==> src/hdl/csv_field_tokenizer_top_defines.svh <==
// Assertion macros shared by the CSV field tokenizer modules.
// Each macro expects a clock named clk and an active-high reset named rst in scope.
`ifndef CSV_FIELD_TOKENIZER_TOP_DEFINES_SVH
`define CSV_FIELD_TOKENIZER_TOP_DEFINES_SVH

// Same-cycle implication, disabled during reset.
`define CSVT_ASSERT_IMPL(label, ante, cons, msg) \
  label: assert property (@(posedge clk) disable iff (rst) (ante) |-> (cons)) \
    else $error(msg);

// Next-cycle implication, disabled during reset.
`define CSVT_ASSERT_NEXT(label, ante, cons, msg) \
  label: assert property (@(posedge clk) disable iff (rst) (ante) |=> (cons)) \
    else $error(msg);

`endif

==> src/hdl/csvt_pkg.sv <==
// Types and constants for the CSV field tokenizer.
// Used by the front, queue, back and top-level modules; depends on nothing.
package csvt_pkg;

  localparam logic [7:0] QUOTE_BYTE    = 8'h22;
  localparam logic [7:0] CR_BYTE       = 8'h0D;
  localparam logic [7:0] LF_BYTE       = 8'h0A;
  localparam logic [7:0] DEFAULT_DELIM = 8'h2C;

  typedef enum logic [2:0] {
    MODE_REC_START  = 3'd0,
    MODE_FLD_START  = 3'd1,
    MODE_UNQUOTED   = 3'd2,
    MODE_QUOTED     = 3'd3,
    MODE_QUOTE_SEEN = 3'd4
  } mode_t;

  typedef enum logic [1:0] {
    KIND_CONTENT    = 2'd0,
    KIND_FIELD_END  = 2'd1,
    KIND_RECORD_END = 2'd2
  } kind_t;

  // Results caused by one input byte: up to three tokens, at most one content byte.
  typedef struct packed {
    logic [1:0]      cnt;
    kind_t [2:0]     kinds;
    logic [7:0]      data_byte;
  } bundle_t;

endpackage

==> src/hdl/csvt_front.sv <==
// Front end of the CSV field tokenizer: holds the delimiter and parse mode,
// classifies each byte and builds the bundle of tokens it causes. Uses csvt_pkg.
module csvt_front (
  input  logic               clk,
  input  logic               rst,
  input  logic               cfg_valid,
  output logic               cfg_ready,
  input  logic [7:0]         cfg_data,
  input  logic               s_tvalid,
  output logic               s_tready,
  input  logic [7:0]         s_tdata,   // in_byte[7:0]
  input  logic               s_tlast,   // is_final
  input  logic               q_full,
  output logic               q_push,
  output csvt_pkg::bundle_t  q_bundle
);

  logic [7:0]      delim;
  csvt_pkg::mode_t mode;
  csvt_pkg::mode_t mode_mid;
  csvt_pkg::mode_t mode_next;
  logic            is_q;
  logic            is_d;
  logic            is_lb;
  logic            accept;
  logic [1:0]      n;
  csvt_pkg::kind_t k0;
  csvt_pkg::kind_t k1;
  csvt_pkg::kind_t k2;

  assign cfg_ready = 1'b1;
  assign s_tready  = !q_full;
  assign accept    = s_tvalid && s_tready;

  assign is_q  = (s_tdata == csvt_pkg::QUOTE_BYTE);
  assign is_d  = (s_tdata == delim);
  assign is_lb = (s_tdata == csvt_pkg::CR_BYTE) || (s_tdata == csvt_pkg::LF_BYTE);

  always_ff @(posedge clk) begin
    if (rst) begin
      delim <= csvt_pkg::DEFAULT_DELIM;
      mode  <= csvt_pkg::MODE_REC_START;
    end else begin
      if (cfg_valid && cfg_ready) begin
        delim <= cfg_data;
      end
      if (accept) begin
        mode <= mode_next;
      end
    end
  end

  always_comb begin
    case (mode)
      csvt_pkg::MODE_FLD_START: begin
        if (is_q) mode_mid = csvt_pkg::MODE_QUOTED;
        else if (is_d) mode_mid = csvt_pkg::MODE_FLD_START;
        else if (is_lb) mode_mid = csvt_pkg::MODE_REC_START;
        else mode_mid = csvt_pkg::MODE_UNQUOTED;
      end
      csvt_pkg::MODE_UNQUOTED: begin
        if (is_d) mode_mid = csvt_pkg::MODE_FLD_START;
        else if (is_lb) mode_mid = csvt_pkg::MODE_REC_START;
        else mode_mid = csvt_pkg::MODE_UNQUOTED;
      end
      csvt_pkg::MODE_QUOTED: begin
        if (is_q) mode_mid = csvt_pkg::MODE_QUOTE_SEEN;
        else mode_mid = csvt_pkg::MODE_QUOTED;
      end
      csvt_pkg::MODE_QUOTE_SEEN: begin
        if (is_q) mode_mid = csvt_pkg::MODE_QUOTED;
        else if (is_d) mode_mid = csvt_pkg::MODE_FLD_START;
        else if (is_lb) mode_mid = csvt_pkg::MODE_REC_START;
        else mode_mid = csvt_pkg::MODE_UNQUOTED;
      end
      default: begin
        if (is_lb) mode_mid = csvt_pkg::MODE_REC_START;
        else if (is_q) mode_mid = csvt_pkg::MODE_QUOTED;
        else if (is_d) mode_mid = csvt_pkg::MODE_FLD_START;
        else mode_mid = csvt_pkg::MODE_UNQUOTED;
      end
    endcase
    mode_next = s_tlast ? csvt_pkg::MODE_REC_START : mode_mid;
  end

  always_comb begin
    n  = 2'd0;
    k0 = csvt_pkg::KIND_CONTENT;
    k1 = csvt_pkg::KIND_CONTENT;
    k2 = csvt_pkg::KIND_CONTENT;
    case (mode)
      csvt_pkg::MODE_FLD_START, csvt_pkg::MODE_UNQUOTED: begin
        if (is_q && mode == csvt_pkg::MODE_FLD_START) begin
          n = 2'd0;
        end else if (is_d) begin
          n  = 2'd1;
          k0 = csvt_pkg::KIND_FIELD_END;
        end else if (is_lb) begin
          n  = 2'd1;
          k0 = csvt_pkg::KIND_RECORD_END;
        end else begin
          n  = 2'd1;
        end
      end
      csvt_pkg::MODE_QUOTED: begin
        if (!is_q) begin
          n = 2'd1;
        end
      end
      csvt_pkg::MODE_QUOTE_SEEN: begin
        if (is_q) begin
          n = 2'd1;
        end else if (is_d) begin
          n  = 2'd1;
          k0 = csvt_pkg::KIND_FIELD_END;
        end else if (is_lb) begin
          n  = 2'd1;
          k0 = csvt_pkg::KIND_RECORD_END;
        end else begin
          n  = 2'd2;
          k0 = csvt_pkg::KIND_FIELD_END;
        end
      end
      default: begin
        if (is_lb || is_q) begin
          n = 2'd0;
        end else if (is_d) begin
          n  = 2'd1;
          k0 = csvt_pkg::KIND_FIELD_END;
        end else begin
          n = 2'd1;
        end
      end
    endcase
    // On the last byte a trailing delimiter closes the record, and an open field is closed.
    if (s_tlast) begin
      if (mode_mid == csvt_pkg::MODE_FLD_START) begin
        if (n != 2'd0) begin
          k0 = csvt_pkg::KIND_RECORD_END;
        end
      end else if (mode_mid != csvt_pkg::MODE_REC_START) begin
        case (n)
          2'd0:    k0 = csvt_pkg::KIND_RECORD_END;
          2'd1:    k1 = csvt_pkg::KIND_RECORD_END;
          default: k2 = csvt_pkg::KIND_RECORD_END;
        endcase
        n = n + 2'd1;
      end
    end
  end

  assign q_push             = accept && (n != 2'd0);
  assign q_bundle.cnt       = n;
  assign q_bundle.kinds[0]  = k0;
  assign q_bundle.kinds[1]  = k1;
  assign q_bundle.kinds[2]  = k2;
  assign q_bundle.data_byte = s_tdata;

endmodule

==> src/hdl/csvt_queue.sv <==
// Short queue of token bundles between the tokenizer front and back ends.
// Uses csvt_pkg for the bundle type.
`include "csv_field_tokenizer_top_defines.svh"
module csvt_queue #(
  parameter int DEPTH = 4
) (
  input  logic               clk,
  input  logic               rst,
  input  logic               push,
  input  csvt_pkg::bundle_t  push_bundle,
  input  logic               pop,
  output logic               full,
  output logic               empty,
  output csvt_pkg::bundle_t  head
);

  localparam int PW = (DEPTH > 1) ? $clog2(DEPTH) : 1;
  localparam int CW = $clog2(DEPTH + 1);

  csvt_pkg::bundle_t entries [DEPTH];
  logic [PW-1:0]     wr_ptr;
  logic [PW-1:0]     rd_ptr;
  logic [CW-1:0]     count;

  assign full  = (count == CW'(DEPTH));
  assign empty = (count == '0);
  assign head  = entries[rd_ptr];

  always_ff @(posedge clk) begin
    if (push) begin
      entries[wr_ptr] <= push_bundle;
    end
  end

  always_ff @(posedge clk) begin
    if (rst) begin
      wr_ptr <= '0;
      rd_ptr <= '0;
      count  <= '0;
    end else begin
      if (push) begin
        wr_ptr <= (wr_ptr == PW'(DEPTH - 1)) ? '0 : wr_ptr + 1'b1;
      end
      if (pop) begin
        rd_ptr <= (rd_ptr == PW'(DEPTH - 1)) ? '0 : rd_ptr + 1'b1;
      end
      if (push && !pop) begin
        count <= count + 1'b1;
      end else if (pop && !push) begin
        count <= count - 1'b1;
      end
    end
  end

  `CSVT_ASSERT_IMPL(a_count_range, 1'b1, count <= CW'(DEPTH), "queue count beyond depth")
  `CSVT_ASSERT_IMPL(a_no_push_full, push, !full || pop, "push into a full queue")
  `CSVT_ASSERT_NEXT(a_pop_count, pop && !push, count == $past(count) - 1'b1, "pop count slip")

endmodule

==> src/hdl/csvt_back.sv <==
// Back end of the CSV field tokenizer: walks the head bundle one token per beat.
// Uses csvt_pkg for the bundle and token kind types.
`include "csv_field_tokenizer_top_defines.svh"
module csvt_back (
  input  logic               clk,
  input  logic               rst,
  input  logic               q_empty,
  input  csvt_pkg::bundle_t  q_head,
  output logic               q_pop,
  output logic               m_tvalid,
  input  logic               m_tready,
  output logic [7:0]         m_tdata,   // content_byte[7:0]
  output logic [1:0]         m_tuser,   // token_kind[1:0]
  output logic               m_tlast    // run_end
);

  logic [1:0]      idx;
  csvt_pkg::kind_t kind;
  logic            last_slot;

  always_comb begin
    case (idx)
      2'd0:    kind = q_head.kinds[0];
      2'd1:    kind = q_head.kinds[1];
      default: kind = q_head.kinds[2];
    endcase
  end

  assign last_slot = (idx == q_head.cnt - 2'd1);
  assign m_tvalid  = !q_empty;
  assign m_tuser   = kind;
  assign m_tdata   = (kind == csvt_pkg::KIND_CONTENT) ? q_head.data_byte : 8'd0;
  assign m_tlast   = last_slot;
  assign q_pop     = m_tvalid && m_tready && last_slot;

  always_ff @(posedge clk) begin
    if (rst) begin
      idx <= 2'd0;
    end else if (m_tvalid && m_tready) begin
      idx <= last_slot ? 2'd0 : idx + 2'd1;
    end
  end

  `CSVT_ASSERT_IMPL(a_bundle_nonempty, m_tvalid, q_head.cnt != 2'd0, "empty bundle in queue")
  `CSVT_ASSERT_IMPL(a_idx_in_bundle, m_tvalid, idx < q_head.cnt, "token index past bundle")
  `CSVT_ASSERT_NEXT(a_rest_pending, m_tvalid && m_tready && !m_tlast, m_tvalid, "bundle lost")

endmodule

==> src/hdl/csv_field_tokenizer_top.sv <==
// Top level of the CSV field tokenizer: front end, bundle queue and back end.
// Depends on csvt_pkg, csvt_front, csvt_queue and csvt_back.
//
//   channel | dir | tdata             | tuser           | tlast
//   s_*     | in  | in_byte[7:0]      | -               | is_final
//   m_*     | out | content_byte[7:0] | token_kind[1:0] | run_end
//   cfg_*   | in  | field_delimiter   | -               | -
//
// One byte is accepted per cycle while the queue has room; each gives zero to three tokens.
// The back end sends one token per cycle while m_tready is high.
// Synchronous reset sets the delimiter to comma and the parse mode to record start.
// A stalled output fills the queue of QUEUE_DEPTH bundles before s_tready drops.
module csv_field_tokenizer_top #(
  parameter int QUEUE_DEPTH = 4
) (
  input  logic       clk,
  input  logic       rst,
  input  logic       cfg_valid,
  output logic       cfg_ready,
  input  logic [7:0] cfg_data,    // field_delimiter[7:0]
  input  logic       s_tvalid,
  output logic       s_tready,
  input  logic [7:0] s_tdata,     // in_byte[7:0]
  input  logic       s_tlast,
  output logic       m_tvalid,
  input  logic       m_tready,
  output logic [7:0] m_tdata,     // content_byte[7:0]
  output logic [1:0] m_tuser,     // token_kind[1:0]
  output logic       m_tlast
);

  logic              q_push;
  logic              q_pop;
  logic              q_full;
  logic              q_empty;
  csvt_pkg::bundle_t q_in;
  csvt_pkg::bundle_t q_head;

  csvt_front u_front (
    .clk      (clk),
    .rst      (rst),
    .cfg_valid(cfg_valid),
    .cfg_ready(cfg_ready),
    .cfg_data (cfg_data),
    .s_tvalid (s_tvalid),
    .s_tready (s_tready),
    .s_tdata  (s_tdata),
    .s_tlast  (s_tlast),
    .q_full   (q_full),
    .q_push   (q_push),
    .q_bundle (q_in)
  );

  csvt_queue #(
    .DEPTH(QUEUE_DEPTH)
  ) u_queue (
    .clk        (clk),
    .rst        (rst),
    .push       (q_push),
    .push_bundle(q_in),
    .pop        (q_pop),
    .full       (q_full),
    .empty      (q_empty),
    .head       (q_head)
  );

  csvt_back u_back (
    .clk     (clk),
    .rst     (rst),
    .q_empty (q_empty),
    .q_head  (q_head),
    .q_pop   (q_pop),
    .m_tvalid(m_tvalid),
    .m_tready(m_tready),
    .m_tdata (m_tdata),
    .m_tuser (m_tuser),
    .m_tlast (m_tlast)
  );

endmodule

==> config.mk <==
export PLATFORM = sky130hd
export DESIGN_NAME = csv_field_tokenizer_top
export DESIGN_NICKNAME = d
export VERILOG_FILES = /design/src/hdl/csvt_pkg.sv /design/src/hdl/csvt_front.sv /design/src/hdl/csvt_queue.sv /design/src/hdl/csvt_back.sv /design/src/hdl/csv_field_tokenizer_top.sv
export VERILOG_INCLUDE_DIRS = /design/src /design/src/hdl
export SDC_FILE = /design/constraint.sdc
export NUM_CORES = 1
export LEC_CHECK = 0
export ABC_AREA = 0
export BUFFER_PORTS_ARGS = -buffer_cell sky130_fd_sc_hd__buf_4
export CORE_MARGIN = 2
export CORE_UTILIZATION = 50
export DETAILED_ROUTE_END_ITERATION = 7
export MAX_ROUTING_LAYER = met4
export PLACE_DENSITY_LB_ADDON = 0.08
export SLEW_MARGIN = 20
export SYNTH_ARGS = -nofsm -noshare
export SYNTH_HDL_FRONTEND = slang
export SYNTH_SLANG_ARGS = --single-unit
export TNS_END_PERCENT = 50
==> constraint.sdc <==
create_clock -name clk -period 3.5 [get_ports clk]
set_input_delay 0.175 -clock clk [delete_from_list [all_inputs] [get_ports clk]]
set_output_delay 0.175 -clock clk [all_outputs]
set_load 0.05 [all_outputs]
-- Word-level counts from Yosys, hierarchy flattened
Memory sizes are Yosys's and may differ from the RTL's. A register that Yosys moved wholly into a read port is not among the register bits.
Index checks and enable logic that the tools add are counted.
Widths: inputs -> output; s select.
- register bits: 20
- RAM bits: 64
- bits of input ports: 22
- output and inout bits: 14
- logic and storage cells: 105
- memories kept: 1
- memory list (name ; words ; width ; read ports ; clocked after Yosys merged registers in ; write ports ; RTL line ; text):
    u_queue.entries ; 4 ; 16 ; 1 ; 1 ; 1 ; csvt_queue.sv:20 ; csvt_pkg::bundle_t entries [DEPTH];
- $add $sub $neg: 7
- equality and inequality tests: 15
- muxes and demuxes: 52
- reductions and logical operators: 24
- operator list (operator ; count):
    $mux 2 ; 33
    $mux 3 ; 8
    $eq 8x4->1 const B ; 2
    $pmux 2 s3 ; 2
    $pmux 3 s3 ; 1
    $add 2x1->2 const B ; 4
    $eq 8x6->1 const B ; 1
    $eq 8x8->1 ; 1
    $mux 8 ; 1
    $logic_and 1x1->1 ; 7
    $eq 3x1->1 const B ; 2
    $eq 3x2->1 const B ; 2
    $eq 3x3->1 const B ; 2
    $logic_not 2->1 ; 3
    $mux 1 ; 6
    $reduce_bool 2->1 ; 3
    $reduce_or 2->1 ; 3
    $eq 2x1->1 const B ; 2
    $eq 2x2->1 const B ; 2
    $logic_not 1->1 ; 4
    $pmux 2 s2 ; 1
    $add 3x1->3 const B ; 1
    $logic_not 3->1 ; 1
    $reduce_bool 3->1 ; 1
    other kinds (4) ; 5

-- Depth between registers and ports, before layout
- depth after elaboration: 16
- depth in mapped cells: 14

-- Cells and area by module
A second synthesis with hierarchy kept.
- cells, all modules: 305
- area, all modules: 4121.5 µm²
- by module, submodules not included (module ; times used ; cells each ; area an instance (µm²) ; sequential area each (µm²)):
    csvt_queue ; 1 ; 128 ; 2786.4 ; 2102.0
    csvt_front ; 1 ; 136 ; 1043.5 ; 220.2
    csvt_back ; 1 ; 41 ; 291.5 ; 40.0

-- Worst setup path after synthesis
OpenSTA, ideal clock, no wires.
- path kind: register -> register
- start: reg (tool-made name)
- end: reg u_queue.count[2]
- library setup time: 0.071 ns
- arrival time: 3.985 ns
- data required time: 3.429 ns
- setup slack: -0.556 ns
- cell stages (with the launch flop): 13
- path buffers: 2
- period minus slack after synthesis: 4.056 ns
- cells stage by stage: dfxtp_1 > buf_2 > buf_4 > mux4_2 > xnor2_1 > o21ai_0 > nand3_1 > ha_1 > inv_1 > fa_1 > xor2_1 > or3_1 > a21oi_1
- RTL lines (what ; RTL line ; text):
    to (signal assigned) ; csvt_queue.sv:48 ; count <= count + 1'b1;
    to (signal assigned) ; csvt_queue.sv:50 ; count <= count - 1'b1;
    to (decl) ; csvt_queue.sv:23 ; logic [CW-1:0] count;

-- Final worst setup path
- start: reg u_front.delim[7]
- end: reg u_queue.count[2]
- cells in the longest elaborated chain, start to end: 14
- elaborated cells on any way between the ends: 23
- those cells by class: 1 x add/sub; 2 x eq/ne; 13 x mux; 7 x reduce/logical
- RTL lines (what ; RTL line ; text):
    from (decl) ; csvt_front.sv:18 ; logic [7:0] delim;
    from (signal assigned) ; csvt_front.sv:41 ; delim <= csvt_pkg::DEFAULT_DELIM;
    from (signal assigned) ; csvt_front.sv:45 ; delim <= cfg_data;
    $eq 8x8->1 * ; csvt_front.sv:36 ; assign is_d = (s_tdata == delim);
    parallel branches: the longest is 7 deep, another holds $add 2x1->2 ; -- ;
    $mux 2 * ; csvt_front.sv:136 ; if (s_tlast) begin
    $reduce_bool 2->1 * ; csvt_front.sv:152 ; assign q_push = accept && (n != 2'd0);
    $logic_and 1x1->1 * ; csvt_front.sv:152 ;
    net q_push ; csv_field_tokenizer_top.sv:32 ; logic q_push;
    $logic_not 1->1 ; csvt_queue.sv:49 ; end else if (pop && !push) begin
    $logic_and 1x1->1 ; csvt_queue.sv:49 ;
    $reduce_bool 2->1 (no source line) ; -- ;
Mark *: on every way through the listed nets, which the timed path passes.
A chain may end at the register's enable or synchronous reset.

==> impl_metrics.json <==
{
  "crit_type": "flip-flop to flip-flop",
  "initialDrtViolationCount": 109,
  "gr-usage-met3_pct": 3.97,
  "syn_inst": 266,
  "drv_cap": 0,
  "synthArstFlopShare_pct": 0,
  "dp_hpwl_mm": 4.60,
  "hold_violations": 0,
  "die_w_um": 89.2,
  "die_area_um2": 7960,
  "place_ws_ns": 0.0360,
  "gr-total-overflow": 0,
  "path_clk_slew_ns": 0.08,
  "htree_levels": 3,
  "crit_slowest_cell": "fa_1",
  "clock_skew_ns": 0.00688,
  "die_y_um": 89.2,
  "wire_per_inst_um": 15.5,
  "antenna_cells": 0,
  "yosysSeqAreaShare_pct": 58.5,
  "grt_max_degree": 23,
  "start_util_pct": 50.9,
  "synth_flop_cell": "edfxtp_1",
  "grt_use_met2_pct": 27.5,
  "fin_tns_setup_ns": 0,
  "area_delta_synth_final_pct": 18.8,
  "synth_nets": 299,
  "ant_nets": 0,
  "worst_pin_slew_ns": 0.506,
  "drt_pass1_iterations": 4,
  "critPathCaptureType": "flip-flop",
  "cpPeakStageDelay_ns": 0.43,
  "ir_drop_v": 0.000332,
  "slew_violations": 0,
  "grt_pass1_vias": 2113,
  "cp.arrival_ns": 3.56,
  "nets": 349,
  "synth_area_um2": 3630,
  "path_cells": "xor2_1 -> nor4_1 -> and2_1 -> o221ai_4 -> ha_1 -> nor2_1 -> a211oi_4 -> ha_1 -> inv_1 -> fa_1 -> xor2_1 -> or3_1 -> a21oi_1",
  "fin_cells": 420,
  "path_max_fanout": 2,
  "cts.path.max_buffers": 2,
  "grt_pass1_wl_mm": 10.5,
  "vias": 2193,
  "min_period_over_period_pct": 93.6,
  "core_region_area_um2": 7140,
  "viasPerCell": 5.22,
  "status": "complete, no violations",
  "root_buffer": "clkbuf_8",
  "hold_class": "primary input to flip-flop",
  "grt_util_met1_pct": 25.5,
  "routabilityCongestion": 0.796,
  "track_usage_pct": 18.6,
  "setup_violations": 0,
  "p_per_area_nw_per_um2": 661,
  "syn_avg_cell_area_um2": 13.6,
  "wl_mm": 6.51,
  "total_leakage_power_nw": 1.58,
  "yosysWarnings": 0,
  "drive_gt1_share_pct": 29.9,
  "top_usage_layer": "met2",
  "io_pins": 36,
  "yosys.cell_types.count": 53,
  "antenna_found_initial": 0,
  "drc": 0,
  "cts.sinks": 78,
  "cts_tree": "built",
  "dp_cells": 404,
  "setup_slack_ns": 0.225,
  "period_minus_slack_ns": 3.27,
  "cts-buffers-inserted": 9,
  "cp.required_ns": 3.78,
  "cp-start-kind": "flip-flop",
  "slew_headroom_pct": 66.0,
  "synth_edf_count": 56,
  "n_fill_cell": 616,
  "rsz0062_at_grt": "false",
  "clock.fmax_ghz": 0.305,
  "ys_seq_elements": 78,
  "insertion_delay_ns": 0.34,
  "rows": 31,
  "numPortBuffers": 34
}
[registers in the layout, indices dropped and copies added (netlist names), named ones only]
name,flops
u_queue.entries,56
u_front.delim,8
u_front.mode,3
u_queue.count,3
u_back.idx,2
u_queue.rd_ptr,2
u_queue.wr_ptr,2
[report_power, final]
group	internal [W]	total (W)	switching, W	leakage (nW)
logic	0.000331	0.000902	0.000571	0.770
clock network	0.000470	0.000790	0.000320	0.119
registers	0.00111	0.00116	0.0000495	0.695
[path summary, 6_finish.rpt]
check / from / end / slack (ns) / cells past startpoint
hold reg to reg: u_queue.rd_ptr[0] / flip-flop / 0.50 / 2
setup reg to reg: u_front.delim[7] / u_queue.count[2] / 0.23 / 13
setup / recovery: u_front.delim[7] / u_queue.count[2] / 0.23 / 13
hold / removal: cfg_data[3] / u_front.delim[3] / 0.04 / 2
[timing repair]
action | 4_1_cts | 5_1_grt
hold buffers | 0 | 0
resized for setup | 0 | 1
endpoints found under the setup margin | 0 | 1
buffers inserted | 0 | 0
[Yosys cell counts (2+ instances only)]
cell | instances | area share (%)
a211o_1 | 4 | 0.97
a21oi_1 | 8 | 1.1
a22oi_1 | 2 | 0.41
and2_1 | 2 | 0.34
and2_2 | 4 | 0.83
buf_4 | 2 | 0.41
clkbuf_1 | 5 | 0.52
dfxtp_1 | 22 | 12
edfxtp_1 | 56 | 46
ha_1 | 10 | 3.4
inv_1 | 8 | 0.83
mux2i_1 | 8 | 2.2
mux4_2 | 14 | 8.7
nand2_1 | 15 | 1.6
nand2b_1 | 3 | 0.52
nand3_1 | 2 | 0.28
nor2_1 | 28 | 2.9
nor2b_1 | 12 | 2.1
nor3_1 | 6 | 0.83
nor4_1 | 2 | 0.34
o21ai_0 | 6 | 0.83
or2_2 | 3 | 0.52
or3_1 | 4 | 0.69
xor2_1 | 11 | 2.7
[routing by layer]
layer | vias to the layer above | routed length, um | part of all wire [%]
li1 | 1087 | - | -
met1 | 1062 | 3060 | 47
met2 | 37 | 3080 | 47
met3 | 7 | 276 | 4.2
met4 | 0 | 87 | 1.3
met5 | - | 0 | 0
[stage by stage]
stage	hold WS [ns]	total power (W)	cell area (um^2)	util, %
finish	0.0353	0.00285	4310	60.4
floorplan	0.274	0.00183	3630	-
global placement	0.384	0.00209	4080	57.1
CTS	0.0238	0.00289	4310	60.4
global route	0.0200	0.00300	4310	60.4
detailed placement	0.387	0.00210	4080	57.1
[worst max-delay path, delay by kind of cell (launching register included)]
family          cells  cell delay (ns)
compound gates      3             0.53
xor+xnor            2             0.34
fa+ha+maj           3             0.95
buf+inv             1             0.06
flops               1             0.33
simple gates        4             1.02
[area by class of cell]
cell class	count	area (um^2)	area share [%]
flip-flops and latches	78	2120	49.2
multi-input cells	170	1440	33.3
repair buffers	48	360	8.36
clock buffers	9	124	2.87
well taps	99	124	2.87
clock inverters	7	111	2.58
inverters	9	33.8	0.784
[placed cells by master (no fill, tap or decap), types with 2 or more instances in the layout]
cell type,netlist,layout
nor3_1,6,6
or3_1,4,4
a211o_1,4,4
a21oi_1,8,8
nor2b_1,12,12
xor2_1,11,11
nand3_1,2,2
nand2_1,15,15
edfxtp_1,56,56
mux4_2,14,14
nor2_1,28,28
o21ai_0,6,5
or2_2,3,3
inv_1,8,8
mux2i_1,8,8
a22oi_1,2,2
ha_1,10,10
clkinv_1,0,2
bufinv_16,0,3
and2_1,2,3
buf_4,2,48
and2_2,4,4
nand2b_1,3,3
dfxtp_1,22,22
nor4_1,2,2
clkbuf_8,0,9
o21ai_2,1,2
[logic make-up after synthesis]
group / share of synthesized area (%)
xor gates and xnor gates: 2.90
AOI/OAI and AO/OA: 7.65
buffers and inverters: 2.10
muxes: 11.3
other: 0.103
DFF: 58.5
and+or+nand+nor: 13.5
adders and majority gates: 4.00
No activity file was read; power rests on OpenSTA's default activity.
